`config.mk`:
```
export PLATFORM = sky130hd
export DESIGN_NAME = daily_alarm_controller
export DESIGN_NICKNAME = d
export VERILOG_FILES = /design/src/dac_pkg.sv /design/src/dac_cfg.sv /design/src/dac_core.sv /design/src/daily_alarm_controller.sv
export SDC_FILE = /design/constraint.sdc
export NUM_CORES = 1
export LEC_CHECK = 0
export ABC_AREA = 1
export BUFFER_PORTS_ARGS = -buffer_cell sky130_fd_sc_hd__buf_4
export CORE_MARGIN = 1.5
export CORE_UTILIZATION = 63
export DETAILED_ROUTE_END_ITERATION = 8
export PLACE_DENSITY = 0.89
export SYNTH_ARGS = -nofsm -noshare
export SYNTH_HDL_FRONTEND = slang
export SYNTH_SLANG_ARGS = --single-unit
```
`constraint.sdc`:
```
create_clock -name aclk -period 6.35 [get_ports aclk]
set_input_delay 0.635 -clock aclk [delete_from_list [all_inputs] [get_ports aclk]]
set_output_delay 0.635 -clock aclk [all_outputs]
set_load 0.02 [all_outputs]
```
`src/dac_pkg.sv`:
```
`timescale 1ns / 1ps

package dac_pkg;

    // Event codes carried in the input tuser
    typedef enum logic [2:0] {
        FUNC_TICK    = 3'd0,
        FUNC_SNOOZE  = 3'd1,
        FUNC_DISMISS = 3'd2,
        FUNC_TRIGGER = 3'd3,
        FUNC_STOP    = 3'd4
    } func_t;

    // Configuration register indexes
    typedef enum logic [2:0] {
        REG_ALARM_ENABLE    = 3'd0,
        REG_DAY_MASK        = 3'd1,
        REG_ALARM_HOUR      = 3'd2,
        REG_ALARM_MINUTE    = 3'd3,
        REG_SNOOZE_MINUTES  = 3'd4,
        REG_TIMEOUT_MINUTES = 3'd5,
        REG_TONE_MODE       = 3'd6,
        REG_BEEP_LEVEL      = 3'd7
    } cfg_idx_t;

    // Tone modes
    localparam logic [1:0] TONE_STEADY = 2'd0;
    localparam logic [1:0] TONE_CHIME  = 2'd1;
    localparam logic [1:0] TONE_PULSE  = 2'd2;

    // Beep frequencies in Hz
    localparam logic [10:0] FREQ_STEADY  = 11'd1000;
    localparam logic [10:0] FREQ_CHIME_0 = 11'd784;
    localparam logic [10:0] FREQ_CHIME_1 = 11'd988;
    localparam logic [10:0] FREQ_CHIME_2 = 11'd1175;
    localparam logic [10:0] FREQ_PULSE_0 = 11'd880;
    localparam logic [10:0] FREQ_PULSE_1 = 11'd660;

    // Time conversions
    localparam int unsigned MS_PER_MIN   = 60000;
    localparam int unsigned MIN_PER_HOUR = 60;
    localparam int unsigned MIN_PER_DAY  = 1440;

    // Minutes held as milliseconds, 255 minutes fit in 24 bits
    localparam int unsigned MIN_MS_W = 24;
    localparam int unsigned KEY_W    = 20;

    // Reset values of the configuration registers
    localparam logic                RST_ALARM_ENABLE = 1'b0;
    localparam logic [6:0]          RST_DAY_MASK     = 7'd127;
    localparam logic [4:0]          RST_ALARM_HOUR   = 5'd7;
    localparam logic [5:0]          RST_ALARM_MINUTE = 6'd0;
    localparam logic [MIN_MS_W-1:0] RST_SNOOZE_MS    = MIN_MS_W'(9 * MS_PER_MIN);
    localparam logic [MIN_MS_W-1:0] RST_TIMEOUT_MS   = '0;
    localparam logic [1:0]          RST_TONE_MODE    = TONE_STEADY;
    localparam logic [7:0]          RST_BEEP_LEVEL   = 8'd128;

    // Configuration as seen by the alarm core
    typedef struct packed {
        logic                alarm_enable;
        logic [6:0]          day_mask;
        logic [4:0]          alarm_hour;
        logic [5:0]          alarm_minute;
        logic [MIN_MS_W-1:0] snooze_ms;
        logic [MIN_MS_W-1:0] timeout_ms;
        logic [1:0]          tone_mode;
        logic [7:0]          beep_level;
    } cfg_t;

    // One input event
    typedef struct packed {
        func_t       func;
        logic [31:0] now_ms;
        logic [8:0]  year_day;
        logic [2:0]  week_day;
        logic [4:0]  hour_now;
        logic [5:0]  minute_now;
        logic        clock_synced;
    } event_t;

    // One result word
    typedef struct packed {
        logic        ringing;
        logic        beep_valid;
        logic [10:0] beep_freq;
        logic [7:0]  beep_ms;
        logic [7:0]  beep_volume;
    } result_t;

    // Frequency for the current tone step
    function automatic logic [10:0] pick_freq(input logic [1:0] mode, input logic [1:0] step);
        logic [10:0] freq;
        case (mode)
            TONE_CHIME: begin
                case (step)
                    2'd0:    freq = FREQ_CHIME_0;
                    2'd1:    freq = FREQ_CHIME_1;
                    2'd2:    freq = FREQ_CHIME_2;
                    default: freq = FREQ_CHIME_1;
                endcase
            end
            TONE_PULSE: freq = step[0] ? FREQ_PULSE_1 : FREQ_PULSE_0;
            default:    freq = FREQ_STEADY;
        endcase
        return freq;
    endfunction

endpackage

```
`src/dac_cfg.sv`:
```
`timescale 1ns / 1ps

module dac_cfg (
    input  logic                 aclk,
    input  logic                 aresetn,
    input  logic                 wr_en,
    input  dac_pkg::cfg_idx_t    wr_idx,
    input  logic [7:0]           wr_data,
    output dac_pkg::cfg_t        cfg
);
    import dac_pkg::*;

    cfg_t                cfg_reg;
    logic [MIN_MS_W-1:0] min_ms;

    // Minutes to milliseconds, done once at write time
    assign min_ms = MIN_MS_W'({16'd0, wr_data} * MIN_MS_W'(MS_PER_MIN));

    // Register file
    always_ff @(posedge aclk) begin
        if (!aresetn) begin
            cfg_reg.alarm_enable <= RST_ALARM_ENABLE;
            cfg_reg.day_mask     <= RST_DAY_MASK;
            cfg_reg.alarm_hour   <= RST_ALARM_HOUR;
            cfg_reg.alarm_minute <= RST_ALARM_MINUTE;
            cfg_reg.snooze_ms    <= RST_SNOOZE_MS;
            cfg_reg.timeout_ms   <= RST_TIMEOUT_MS;
            cfg_reg.tone_mode    <= RST_TONE_MODE;
            cfg_reg.beep_level   <= RST_BEEP_LEVEL;
        end else if (wr_en) begin
            case (wr_idx)
                REG_ALARM_ENABLE:    cfg_reg.alarm_enable <= wr_data[0];
                REG_DAY_MASK:        cfg_reg.day_mask     <= wr_data[6:0];
                REG_ALARM_HOUR:      cfg_reg.alarm_hour   <= wr_data[4:0];
                REG_ALARM_MINUTE:    cfg_reg.alarm_minute <= wr_data[5:0];
                REG_SNOOZE_MINUTES:  cfg_reg.snooze_ms    <= min_ms;
                REG_TIMEOUT_MINUTES: cfg_reg.timeout_ms   <= min_ms;
                REG_TONE_MODE:       cfg_reg.tone_mode    <= wr_data[1:0];
                REG_BEEP_LEVEL:      cfg_reg.beep_level   <= wr_data;
                default: ;
            endcase
        end
    end

    assign cfg = cfg_reg;

endmodule

```
`src/dac_core.sv`:
```
`timescale 1ns / 1ps

module dac_core #(
    parameter int unsigned BEEP_PERIOD_MS = 260,
    parameter int unsigned BEEP_LENGTH_MS = 170
) (
    input  logic             aclk,
    input  logic             aresetn,
    input  dac_pkg::cfg_t    cfg,
    input  logic             ev_fire,
    input  dac_pkg::event_t  ev,
    output dac_pkg::result_t result,
    output logic             ringing
);
    import dac_pkg::*;

    // Alarm state
    logic              is_ringing_reg,      is_ringing_next;
    logic [31:0]       ring_start_ms_reg,   ring_start_ms_next;
    logic [31:0]       next_beep_ms_reg,    next_beep_ms_next;
    logic [1:0]        tone_index_reg,      tone_index_next;
    logic [31:0]       snooze_end_ms_reg,   snooze_end_ms_next;
    logic              dismissed_valid_reg, dismissed_valid_next;
    logic [8:0]        dismissed_day_reg,   dismissed_day_next;
    logic              fired_valid_reg,     fired_valid_next;
    logic [KEY_W-1:0]  fired_key_reg,       fired_key_next;

    logic [KEY_W-1:0]  minute_key;
    logic [7:0]        day_mask_ext;
    logic              schedule_ok;
    logic              beep_due;
    logic              timed_out;
    logic              beep;
    logic [10:0]       freq;

    // Tick decode
    assign minute_key = KEY_W'(KEY_W'(ev.year_day) * KEY_W'(MIN_PER_DAY))
                      + KEY_W'(KEY_W'(ev.hour_now) * KEY_W'(MIN_PER_HOUR))
                      + KEY_W'(ev.minute_now);
    assign day_mask_ext = {1'b0, cfg.day_mask};

    assign schedule_ok = cfg.alarm_enable
                      && !(snooze_end_ms_reg != '0 && ev.now_ms < snooze_end_ms_reg)
                      && ev.clock_synced
                      && !(dismissed_valid_reg && dismissed_day_reg == ev.year_day)
                      && day_mask_ext[ev.week_day]
                      && ev.hour_now == cfg.alarm_hour
                      && ev.minute_now == cfg.alarm_minute
                      && !(fired_valid_reg && fired_key_reg == minute_key);

    assign beep_due  = ev.now_ms >= next_beep_ms_reg;
    assign timed_out = cfg.timeout_ms != '0
                    && (ev.now_ms - ring_start_ms_reg) >= 32'(cfg.timeout_ms);
    assign freq      = pick_freq(cfg.tone_mode, tone_index_reg);

    // Next state and result for the current word
    always_comb begin
        is_ringing_next      = is_ringing_reg;
        ring_start_ms_next   = ring_start_ms_reg;
        next_beep_ms_next    = next_beep_ms_reg;
        tone_index_next      = tone_index_reg;
        snooze_end_ms_next   = snooze_end_ms_reg;
        dismissed_valid_next = dismissed_valid_reg;
        dismissed_day_next   = dismissed_day_reg;
        fired_valid_next     = fired_valid_reg;
        fired_key_next       = fired_key_reg;
        beep                 = 1'b0;

        case (ev.func)
            FUNC_TICK: begin
                if (is_ringing_reg) begin
                    if (beep_due) begin
                        beep              = 1'b1;
                        tone_index_next   = tone_index_reg + 2'd1;
                        next_beep_ms_next = ev.now_ms + 32'(BEEP_PERIOD_MS);
                    end
                    // timeout acts as a dismiss, after the beep check
                    if (timed_out) begin
                        is_ringing_next      = 1'b0;
                        ring_start_ms_next   = '0;
                        next_beep_ms_next    = '0;
                        dismissed_valid_next = 1'b1;
                        dismissed_day_next   = ev.year_day;
                        snooze_end_ms_next   = '0;
                    end
                end else if (schedule_ok) begin
                    fired_valid_next   = 1'b1;
                    fired_key_next     = minute_key;
                    is_ringing_next    = 1'b1;
                    ring_start_ms_next = ev.now_ms;
                    next_beep_ms_next  = '0;
                    tone_index_next    = '0;
                end
            end
            FUNC_SNOOZE: begin
                if (is_ringing_reg) begin
                    is_ringing_next    = 1'b0;
                    ring_start_ms_next = '0;
                    next_beep_ms_next  = '0;
                    snooze_end_ms_next = ev.now_ms + 32'(cfg.snooze_ms);
                end
            end
            FUNC_DISMISS: begin
                if (is_ringing_reg) begin
                    is_ringing_next      = 1'b0;
                    ring_start_ms_next   = '0;
                    next_beep_ms_next    = '0;
                    dismissed_valid_next = 1'b1;
                    dismissed_day_next   = ev.year_day;
                    snooze_end_ms_next   = '0;
                end
            end
            FUNC_TRIGGER: begin
                snooze_end_ms_next   = '0;
                dismissed_valid_next = 1'b0;
                is_ringing_next      = 1'b1;
                ring_start_ms_next   = ev.now_ms;
                next_beep_ms_next    = '0;
                tone_index_next      = '0;
            end
            FUNC_STOP: begin
                is_ringing_next    = 1'b0;
                ring_start_ms_next = '0;
                next_beep_ms_next  = '0;
            end
            default: ;
        endcase

        result.ringing     = is_ringing_next;
        result.beep_valid  = beep;
        result.beep_freq   = beep ? freq : '0;
        result.beep_ms     = beep ? 8'(BEEP_LENGTH_MS) : '0;
        result.beep_volume = beep ? cfg.beep_level : '0;
    end

    // State registers, updated once per word
    always_ff @(posedge aclk) begin
        if (!aresetn) begin
            is_ringing_reg      <= 1'b0;
            ring_start_ms_reg   <= '0;
            next_beep_ms_reg    <= '0;
            tone_index_reg      <= '0;
            snooze_end_ms_reg   <= '0;
            dismissed_valid_reg <= 1'b0;
            dismissed_day_reg   <= '0;
            fired_valid_reg     <= 1'b0;
            fired_key_reg       <= '0;
        end else if (ev_fire) begin
            is_ringing_reg      <= is_ringing_next;
            ring_start_ms_reg   <= ring_start_ms_next;
            next_beep_ms_reg    <= next_beep_ms_next;
            tone_index_reg      <= tone_index_next;
            snooze_end_ms_reg   <= snooze_end_ms_next;
            dismissed_valid_reg <= dismissed_valid_next;
            dismissed_day_reg   <= dismissed_day_next;
            fired_valid_reg     <= fired_valid_next;
            fired_key_reg       <= fired_key_next;
        end
    end

    assign ringing = is_ringing_reg;

endmodule

```
`src/daily_alarm_controller.sv`:
```
`timescale 1ns / 1ps
// Daily alarm controller.
// Input stream: one event word per transfer. tuser carries the event code
// (tick, snooze, dismiss, trigger, stop), tdata the millisecond count and the
// local calendar time. Output stream: one result word per event, with the
// ringing flag and the beep descriptor (valid, frequency, length, volume).
// Configuration: a separate write channel, one register per write, always
// ready; write it only while no event is in flight.
// Path: an accepted word is held in the input register, its result in the result
// register. Throughput: one event per cycle unless the output stalls; the whole
// alarm decision is one level of compares and adds between the two registers.
// Stall: while the result register is held, the input register takes one
// more word; once both are full, s_axis_tready drops until m_axis_tready rises.
// Reset (aresetn low, synchronous): alarm idle, no snooze, no dismissed day,
// no minute fired, registers at their documented defaults, both streams empty.
module daily_alarm_controller #(
    parameter int unsigned BEEP_PERIOD_MS = 260,
    parameter int unsigned BEEP_LENGTH_MS = 170
) (
    input  logic        aclk,
    input  logic        aresetn,
    // event input
    input  logic        s_axis_tvalid,
    output logic        s_axis_tready,
    // now_ms[31:0], year_day[40:32], week_day[43:41], hour_now[48:44],
    // minute_now[54:49], clock_synced[55]
    input  logic [55:0] s_axis_tdata,
    // func[2:0]
    input  logic [2:0]  s_axis_tuser,
    // result output
    output logic        m_axis_tvalid,
    input  logic        m_axis_tready,
    // ringing[0], beep_valid[1], beep_freq[12:2], beep_ms[20:13],
    // beep_volume[28:21], zero[31:29]
    output logic [31:0] m_axis_tdata,
    // configuration writes
    input  logic        cfg_wvalid,
    output logic        cfg_wready,
    input  logic [2:0]  cfg_waddr,
    input  logic [7:0]  cfg_wdata
);
    import dac_pkg::*;

    logic    in_valid_reg;
    event_t  in_event_reg;
    logic    out_valid_reg;
    result_t out_result_reg;
    logic    advance;
    logic    s_accept;
    logic    ev_fire;
    cfg_t    cfg;
    result_t result;
    logic    ringing;

    // Handshake
    assign advance       = !out_valid_reg || m_axis_tready;
    assign s_axis_tready = !in_valid_reg || advance;
    assign s_accept      = s_axis_tvalid && s_axis_tready;
    assign ev_fire       = in_valid_reg && advance;
    assign cfg_wready    = 1'b1;

    // Input register
    always_ff @(posedge aclk) begin
        if (!aresetn) begin
            in_valid_reg <= 1'b0;
        end else if (s_accept) begin
            in_valid_reg <= 1'b1;
        end else if (ev_fire) begin
            in_valid_reg <= 1'b0;
        end
    end

    always_ff @(posedge aclk) begin
        if (s_accept) begin
            in_event_reg.func         <= func_t'(s_axis_tuser);
            in_event_reg.now_ms       <= s_axis_tdata[31:0];
            in_event_reg.year_day     <= s_axis_tdata[40:32];
            in_event_reg.week_day     <= s_axis_tdata[43:41];
            in_event_reg.hour_now     <= s_axis_tdata[48:44];
            in_event_reg.minute_now   <= s_axis_tdata[54:49];
            in_event_reg.clock_synced <= s_axis_tdata[55];
        end
    end

    // Configuration registers
    dac_cfg u_cfg (
        .aclk    (aclk),
        .aresetn (aresetn),
        .wr_en   (cfg_wvalid && cfg_wready),
        .wr_idx  (cfg_idx_t'(cfg_waddr)),
        .wr_data (cfg_wdata),
        .cfg     (cfg)
    );

    // Alarm state and event decode
    dac_core #(
        .BEEP_PERIOD_MS (BEEP_PERIOD_MS),
        .BEEP_LENGTH_MS (BEEP_LENGTH_MS)
    ) u_core (
        .aclk    (aclk),
        .aresetn (aresetn),
        .cfg     (cfg),
        .ev_fire (ev_fire),
        .ev      (in_event_reg),
        .result  (result),
        .ringing (ringing)
    );

    // Result register
    always_ff @(posedge aclk) begin
        if (!aresetn) begin
            out_valid_reg <= 1'b0;
        end else if (advance) begin
            out_valid_reg <= in_valid_reg;
        end
    end

    always_ff @(posedge aclk) begin
        if (ev_fire) begin
            out_result_reg <= result;
        end
    end

    assign m_axis_tvalid = out_valid_reg;
    assign m_axis_tdata  = {3'd0,
                            out_result_reg.beep_volume,
                            out_result_reg.beep_ms,
                            out_result_reg.beep_freq,
                            out_result_reg.beep_valid,
                            out_result_reg.ringing};

`ifndef SYNTHESIS
    // A trigger always leaves the alarm ringing
    a_trigger_rings: assert property (@(posedge aclk) disable iff (!aresetn)
        ev_fire && in_event_reg.func == FUNC_TRIGGER |=> ringing)
        else $error("trigger did not start the alarm");

    // A stop always leaves the alarm idle
    a_stop_idles: assert property (@(posedge aclk) disable iff (!aresetn)
        ev_fire && in_event_reg.func == FUNC_STOP |=> !ringing)
        else $error("stop did not end the alarm");

    // The reported ringing flag matches the state left by that word
    a_ringing_flag: assert property (@(posedge aclk) disable iff (!aresetn)
        ev_fire |=> out_valid_reg && out_result_reg.ringing == ringing)
        else $error("result ringing flag disagrees with alarm state");

    // No input word is taken while both registers are held
    a_no_overrun: assert property (@(posedge aclk) disable iff (!aresetn)
        in_valid_reg && out_valid_reg && !m_axis_tready |-> !s_axis_tready)
        else $error("input accepted while pipeline is full");
`endif

endmodule

```
## Word-level counts from Yosys, hierarchy flattened

Cells that the tools add are included.

- Order comparisons: 4
- Reductions and logical operators: 50
- Multipliers: 3
- Muxes and demuxes: 40
- Bitwise gates (word level): 1
- Eq/ne operators: 27
- $add $sub $neg: 6

Operators with widths:

| cell | number |
|---|---|
| $mux W32 | 10 |
| $pmux W32 S4 | 2 |
| $pmux W32 S3 | 1 |
| $pmux W11 S2 | 2 |
| $mux W9 | 4 |
| $add A32 B24 Y32 | 1 |
| $add A32 B9 Y32 const B | 1 |
| $ge A32 B24 Y1 | 1 |
| $ge A32 B32 Y1 | 1 |
| $lt A32 B32 Y1 | 1 |
| $reduce_bool A32 Y1 | 1 |
| $sub A32 B32 Y32 | 1 |
| $reduce_bool A24 Y1 | 1 |
| $add A20 B11 Y20 | 1 |
| $add A20 B6 Y20 | 1 |
| $eq A20 B20 Y1 | 1 |
| $reduce_and A5 Y1 | 4 |
| $mul A8 B11 Y19 const B | 1 |
| $pmux W9 S2 | 1 |
| $reduce_and A2 Y1 | 8 |
| $eq A3 B3 Y1 const B | 5 |
| $mul A9 B6 Y15 const B | 1 |
| $logic_and A1 B1 Y1 | 13 |
| $eq A3 B2 Y1 const B | 4 |
| 31 further kinds | 64 |

- Word-level logic and storage cells: 162
- Flip-flop bits (word level): 287
- Input port bits: 75
- Output and inout port bits: 35

## Depth between registers and ports, before layout

- Depth after elaboration: 13
- Mapped depth: 36

## Cells and area by module

From an unflattened synthesis, not the netlist that was laid out.

- Cell total of the unflattened synthesis: 3071
- Area total of the unflattened synthesis: 22268.9 µm²

Modules (own cells, without submodules):

| module | area an instance (µm²) | times used | seq. area each (µm²) | cells each |
|---|---|---|---|---|
| dac_core | 15026.9 | 1 | 2602.5 | 2380 |
| dac_cfg | 4466.8 | 1 | 1341.3 | 584 |
| daily_alarm_controller | 2775.2 | 1 | 2682.6 | 107 |

## Worst setup path before layout

Ideal clock, no wire load.

- Kind: register -> register
- From: register in_event_reg[10] (netlist bit)
- To: register u_core.next_beep_ms_reg[17]
- Slack: 1.233 ns
- Clock period less this slack: 5.117 ns
- Path buffers: 2
- Stages on the path, launching flop included: 34
- Arrival time: 5.005 ns
- Setup time: 0.113 ns
- Cells stage by stage: edfxtp_1 > inv_1 > fa_1 > fa_1 > inv_1 > ha_1 > a21oi_1 > nand2_1 > a21o_1 > a21oi_1 > xor2_1 > ha_1 > ha_1 > nand2_1 > inv_1 > a21oi_1 > nand2_1 > nand2_1 > nand2_1 > nand2_1 > xor2_1 > nor2_1 > nor2_1 > nand2_1 > nor2_1 > nand3_2 > nand2_2 > nand3_4 > nand3_4 > buf_8 > buf_6 > nand2_1 > nand2_1 > nor2_1

- Word-level cells in the longest chain between the ends: 9
- Elaborated cells on any way between the ends: 12

RTL lines:

| item | RTL line | source |
|---|---|---|
| start, declared | daily_alarm_controller.sv:45 | `event_t in_event_reg;` |
| $mul A5 B4 Y9 | dac_core.sv:38 | `+ KEY_W'(KEY_W'(ev.hour_now) * KEY_W'(MIN_PER_HOUR))` |
| $add A20 B11 Y20 | dac_core.sv:38 |  |
| $add A20 B6 Y20 | dac_core.sv:39 | `+ KEY_W'(ev.minute_now);` |
| $eq A20 B20 Y1 | dac_core.sv:49 | `&& !(fired_valid_reg && fired_key_reg == minute_key);` |
| $logic_and A1 B1 Y1 | dac_core.sv:49 |  |
| $logic_not A1 Y1 | dac_core.sv:49 |  |
| $logic_and A1 B1 Y1 (*) | dac_core.sv:49 |  |
| $ne A3 B1 Y1 (no line) (*) | n/a |  |
| $reduce_and A5 Y1 (no line) (*) | n/a |  |
| end signal, assigned | dac_core.sv:151 | `next_beep_ms_reg <= next_beep_ms_next;` |
| end, declared | dac_core.sv:20 | `logic [31:0] next_beep_ms_reg, next_beep_ms_next;` |

Every way passes the cells marked *; elsewhere a longest branch is shown, timed or not.
A chain may end at the register's enable or synchronous reset.

## Worst setup path after layout

- From: register in_event_reg[10] (netlist bit)
- To: register u_core.ring_start_ms_reg[25]

- Word-level cells in the longest chain between the ends: 9
- Elaborated cells on any way between the ends: 12

RTL lines:

| item | RTL line | source |
|---|---|---|
| $mul A5 B4 Y9 | dac_core.sv:38 |  |
| $add A20 B11 Y20 | dac_core.sv:38 |  |
| $add A20 B6 Y20 | dac_core.sv:39 |  |
| $eq A20 B20 Y1 | dac_core.sv:49 |  |
| $logic_and A1 B1 Y1 | dac_core.sv:49 |  |
| $logic_not A1 Y1 | dac_core.sv:49 |  |
| $logic_and A1 B1 Y1 (*) | dac_core.sv:49 |  |
| $ne A3 B1 Y1 (no line) (*) | n/a |  |
| $reduce_and A5 Y1 (no line) (*) | n/a |  |
| end signal, assigned | dac_core.sv:150 | `ring_start_ms_reg <= ring_start_ms_next;` |
| end, declared | dac_core.sv:19 | `logic [31:0] ring_start_ms_reg, ring_start_ms_next;` |

Marks and branches as above.

==> impl_results.md <==
* Antenna diode count at 0
* First-pass GRT wire length at 98.6 mm
* CTS Sinks at 277
* Final Cell Area at 23,800 um2
* Clock Pin Slew Worst Setup and Hold Paths at 0.06 ns
* Remaining Overflow, GRT at 0
* Vias per inst at 5.76
* Die Area at 35,600 um2
* Synth Instances at 3,068
* Pre-CTS WS at 0.141 ns
* Peak VDD IR at 0.000230 V
* Max-cap viol count at 0
* Drt wl/cell at 17.2 um
* RSZ-0062 raised after global routing: true
* P_leak at 0.0119 uW
* GRT Overall Usage at 0.343
* Reg2reg path depth at 30
* Fin worst setup slack at 0.379 ns
* Layout Nets at 3,504
* FF-to-FF End: u_core.ring_start_ms_reg[25]
* DIE WIDTH at 189 um
* Register area share after synthesis at 0.291
* Syn_area_per_cell at 7.09 um2
* Slew @ Worst Pin at 1.07 ns
* Area grow syn2layout at 9.52%
* Critical Path Sink Type: flop
* Critical path class: reg -> reg
* Critical Path End: u_core.ring_start_ms_reg[25]
* Initial Util at 0.644
* Pins over their slew limit at 0
* Final Hold Viols at 0
* Min Tclk post-route at 5.97 ns
* Status: finished clean
* Crit path from: in_event_reg[10]
* Yosys warning count at 0
* Final setup viols at 0
* #FFs+latches synth at 277
* Synth unique cells at 60
* Die height at 189 um
* Crit share post-route at 0.940
* DRC Markers at 0
* Maximum clock rate at 167 MHz
* Vias at 20,804
* R2R Path Start: in_event_reg[10]
* CTS tree: built
* Final core utilization at 0.705
* WHS at 0.209 ns
* Arr. time, crit path at 6.42 ns
* Share of cells above drive strength 1 at 0.0689
* Port Buffers at 101
* Most common cell after layout, fill and taps aside: nand2_1
* EDFF count, synth at 78
* Power per cell area at 268 nW/um2
* Reg2Reg Setup Slack at 0.38 ns
* Most frequent cells in the layout: 697 x nand2_1, 560 x inv_1, 321 x nor2_1
* Post-DP Area at 22,600 um2
* Max Root-Sink Buffers at 3
* Clk root buf: clkbuf_16
* Clock Latency Late Sink at 0.60 ns
* Worst path max stage delay at 0.52 ns
* Initial antenna violation count at 0
* Max FFs per register at 67
* Core Box Area at 33,800 um2
* Critical-path maximum fanout at 23
* Async SR Flop Fraction at 0
* Post-Syn Area at 21,700 um2
* Critical path launch point type: flop
* Starting DRT DRC Count at 2,312
* Clk_skew at 0.0144 ns
* Worst path slowest cell: fa_1
* Worst EP required at 6.80 ns
* Row count at 67
* Routability-driven placement congestion ratio at 0.949
* Initial DRT Pass Iterations at 6
* CTS Buf Count at 30
* Vias in the first global route at 20,211
* Rel. slew slack at 0.277
* Drt total wl at 62.1 mm
* Max H-tree Level at 1
* Pin count of the biggest net entering global routing at 71
* Hold crit path type: in -> reg
* DP Wirelength at 45.8 mm
* Number of nets with antenna violations after routing at 0
* Ys flop type: dfxtp_1
* CP most frequent cell: nand2_1
* Top Ports at 110
## how the worst min path moves through the flow
stage                           start                endpoint  slack [ns]  cells past startpoint
6_report             s_axis_tdata[33]        in_event_reg[16]        0.21                      1
5_1_grt              s_axis_tdata[52]         in_event_reg[4]        0.20                      1
4_1_cts               s_axis_tuser[0]        in_event_reg[56]        0.19                      1
3_5_place_dp   u_core.fired_valid_reg  u_core.fired_valid_reg        0.45                      2
3_3_place_gp   u_core.fired_valid_reg  u_core.fired_valid_reg        0.44                      2
2_1_floorplan  u_core.fired_valid_reg  u_core.fired_valid_reg        0.42                      2
## per-layer routing
layer,track usage,vias up,part of all wire
met2,0.558,1080,0.45
met4,0.143,0,0.042
met3,0.0583,189,0.099
li1,-,9982,-
met1,0.452,9553,0.41
met5,0,-,0
## synth_stat cells (4+ instances only)
master | count | area, um2
nand2_1 | 697 | 2620
inv_1 | 563 | 2110
a211oi_1 | 9 | 67.6
nor2_1 | 321 | 1200
xnor2_1 | 28 | 245
inv_2 | 4 | 15.0
fa_1 | 45 | 901
o2111ai_1 | 8 | 70.1
nand3_1 | 138 | 691
o21ai_0 | 112 | 561
or2_2 | 8 | 50.1
buf_1 | 4 | 15.0
clkbuf_1 | 37 | 139
o211ai_1 | 22 | 165
o21a_1 | 4 | 30.0
a21oi_1 | 224 | 1120
nand2_4 | 4 | 45.0
o221ai_1 | 4 | 35.0
nor3_1 | 25 | 125
nor4_1 | 23 | 144
buf_6 | 10 | 113
nand4_1 | 68 | 425
nand2_2 | 15 | 93.8
nand3_2 | 5 | 50.1
o21bai_1 | 7 | 52.6
edfxtp_1 | 78 | 2340
ha_1 | 244 | 3050
buf_4 | 23 | 173
a31oi_1 | 8 | 50.1
xor2_1 | 60 | 526
nor2_2 | 4 | 25.0
buf_2 | 6 | 30.0
dfxtp_1 | 199 | 3980
o21ai_1 | 15 | 75.1
nand3b_1 | 7 | 52.6
## repair_timing
| item | in CTS | in global routing |
|---|---|---|
| endpoints found under the setup margin | 0 | 64 |
| resized for setup | 0 | 4 |
| hold buffers | 0 | 0 |
| setup buffers | 0 | 5 |
## through the flow
step	power [uW]	cells	TNS (ns)
floorplan	3850	3074	0
global placement	4330	3548	0
detailed placement	4440	3548	0
CTS	6340	3602	0
global route	6800	3610	-0.0326
finish	6390	3610	0
## where the power goes
group | leakage, uW | internal, uW | switching (uW) | total, uW
sequential | 0.00237 | 1900 | 92.9 | 1990
clock | 0.000525 | 1130 | 764 | 1890
combinational | 0.00902 | 893 | 1610 | 2500
total | 0.0119 | 3920 | 2470 | 6390
## cell type report
type	instances	area (um2)
sequential	277	6330
multi-input combinational	2144	12800
clock buffer	43	918
tap	448	561
fill	2661	9970
timing repair buffer	117	908
clock inverter	11	164
inverter	570	2140
## critical path, delay by kind of cell, from the launching register on
| family | cells | cell delay, ns |
|---|---|---|
| XOR/XNOR | 1 | 0.23 |
| AND/OR/NAND/NOR | 17 | 2.04 |
| AO/OA/AOI/OAI | 4 | 0.70 |
| flip-flops | 1 | 0.46 |
| buffers and inverters | 3 | 0.41 |
| adder cells (fa/ha/maj) | 5 | 1.97 |
## logic make-up after synthesis
kind of cell               Yosys count  synth area share
AOI/OAI and AO/OA                  429             0.109
xor gates and xnor gates            88            0.0355
adders and majority gates          289             0.182
buffers and inverters              655             0.123
DFF                                277             0.291
other                                2          0.000345
and+or+nand+nor                   1328             0.260
No activity file was read; power rests on OpenSTA's default activity.
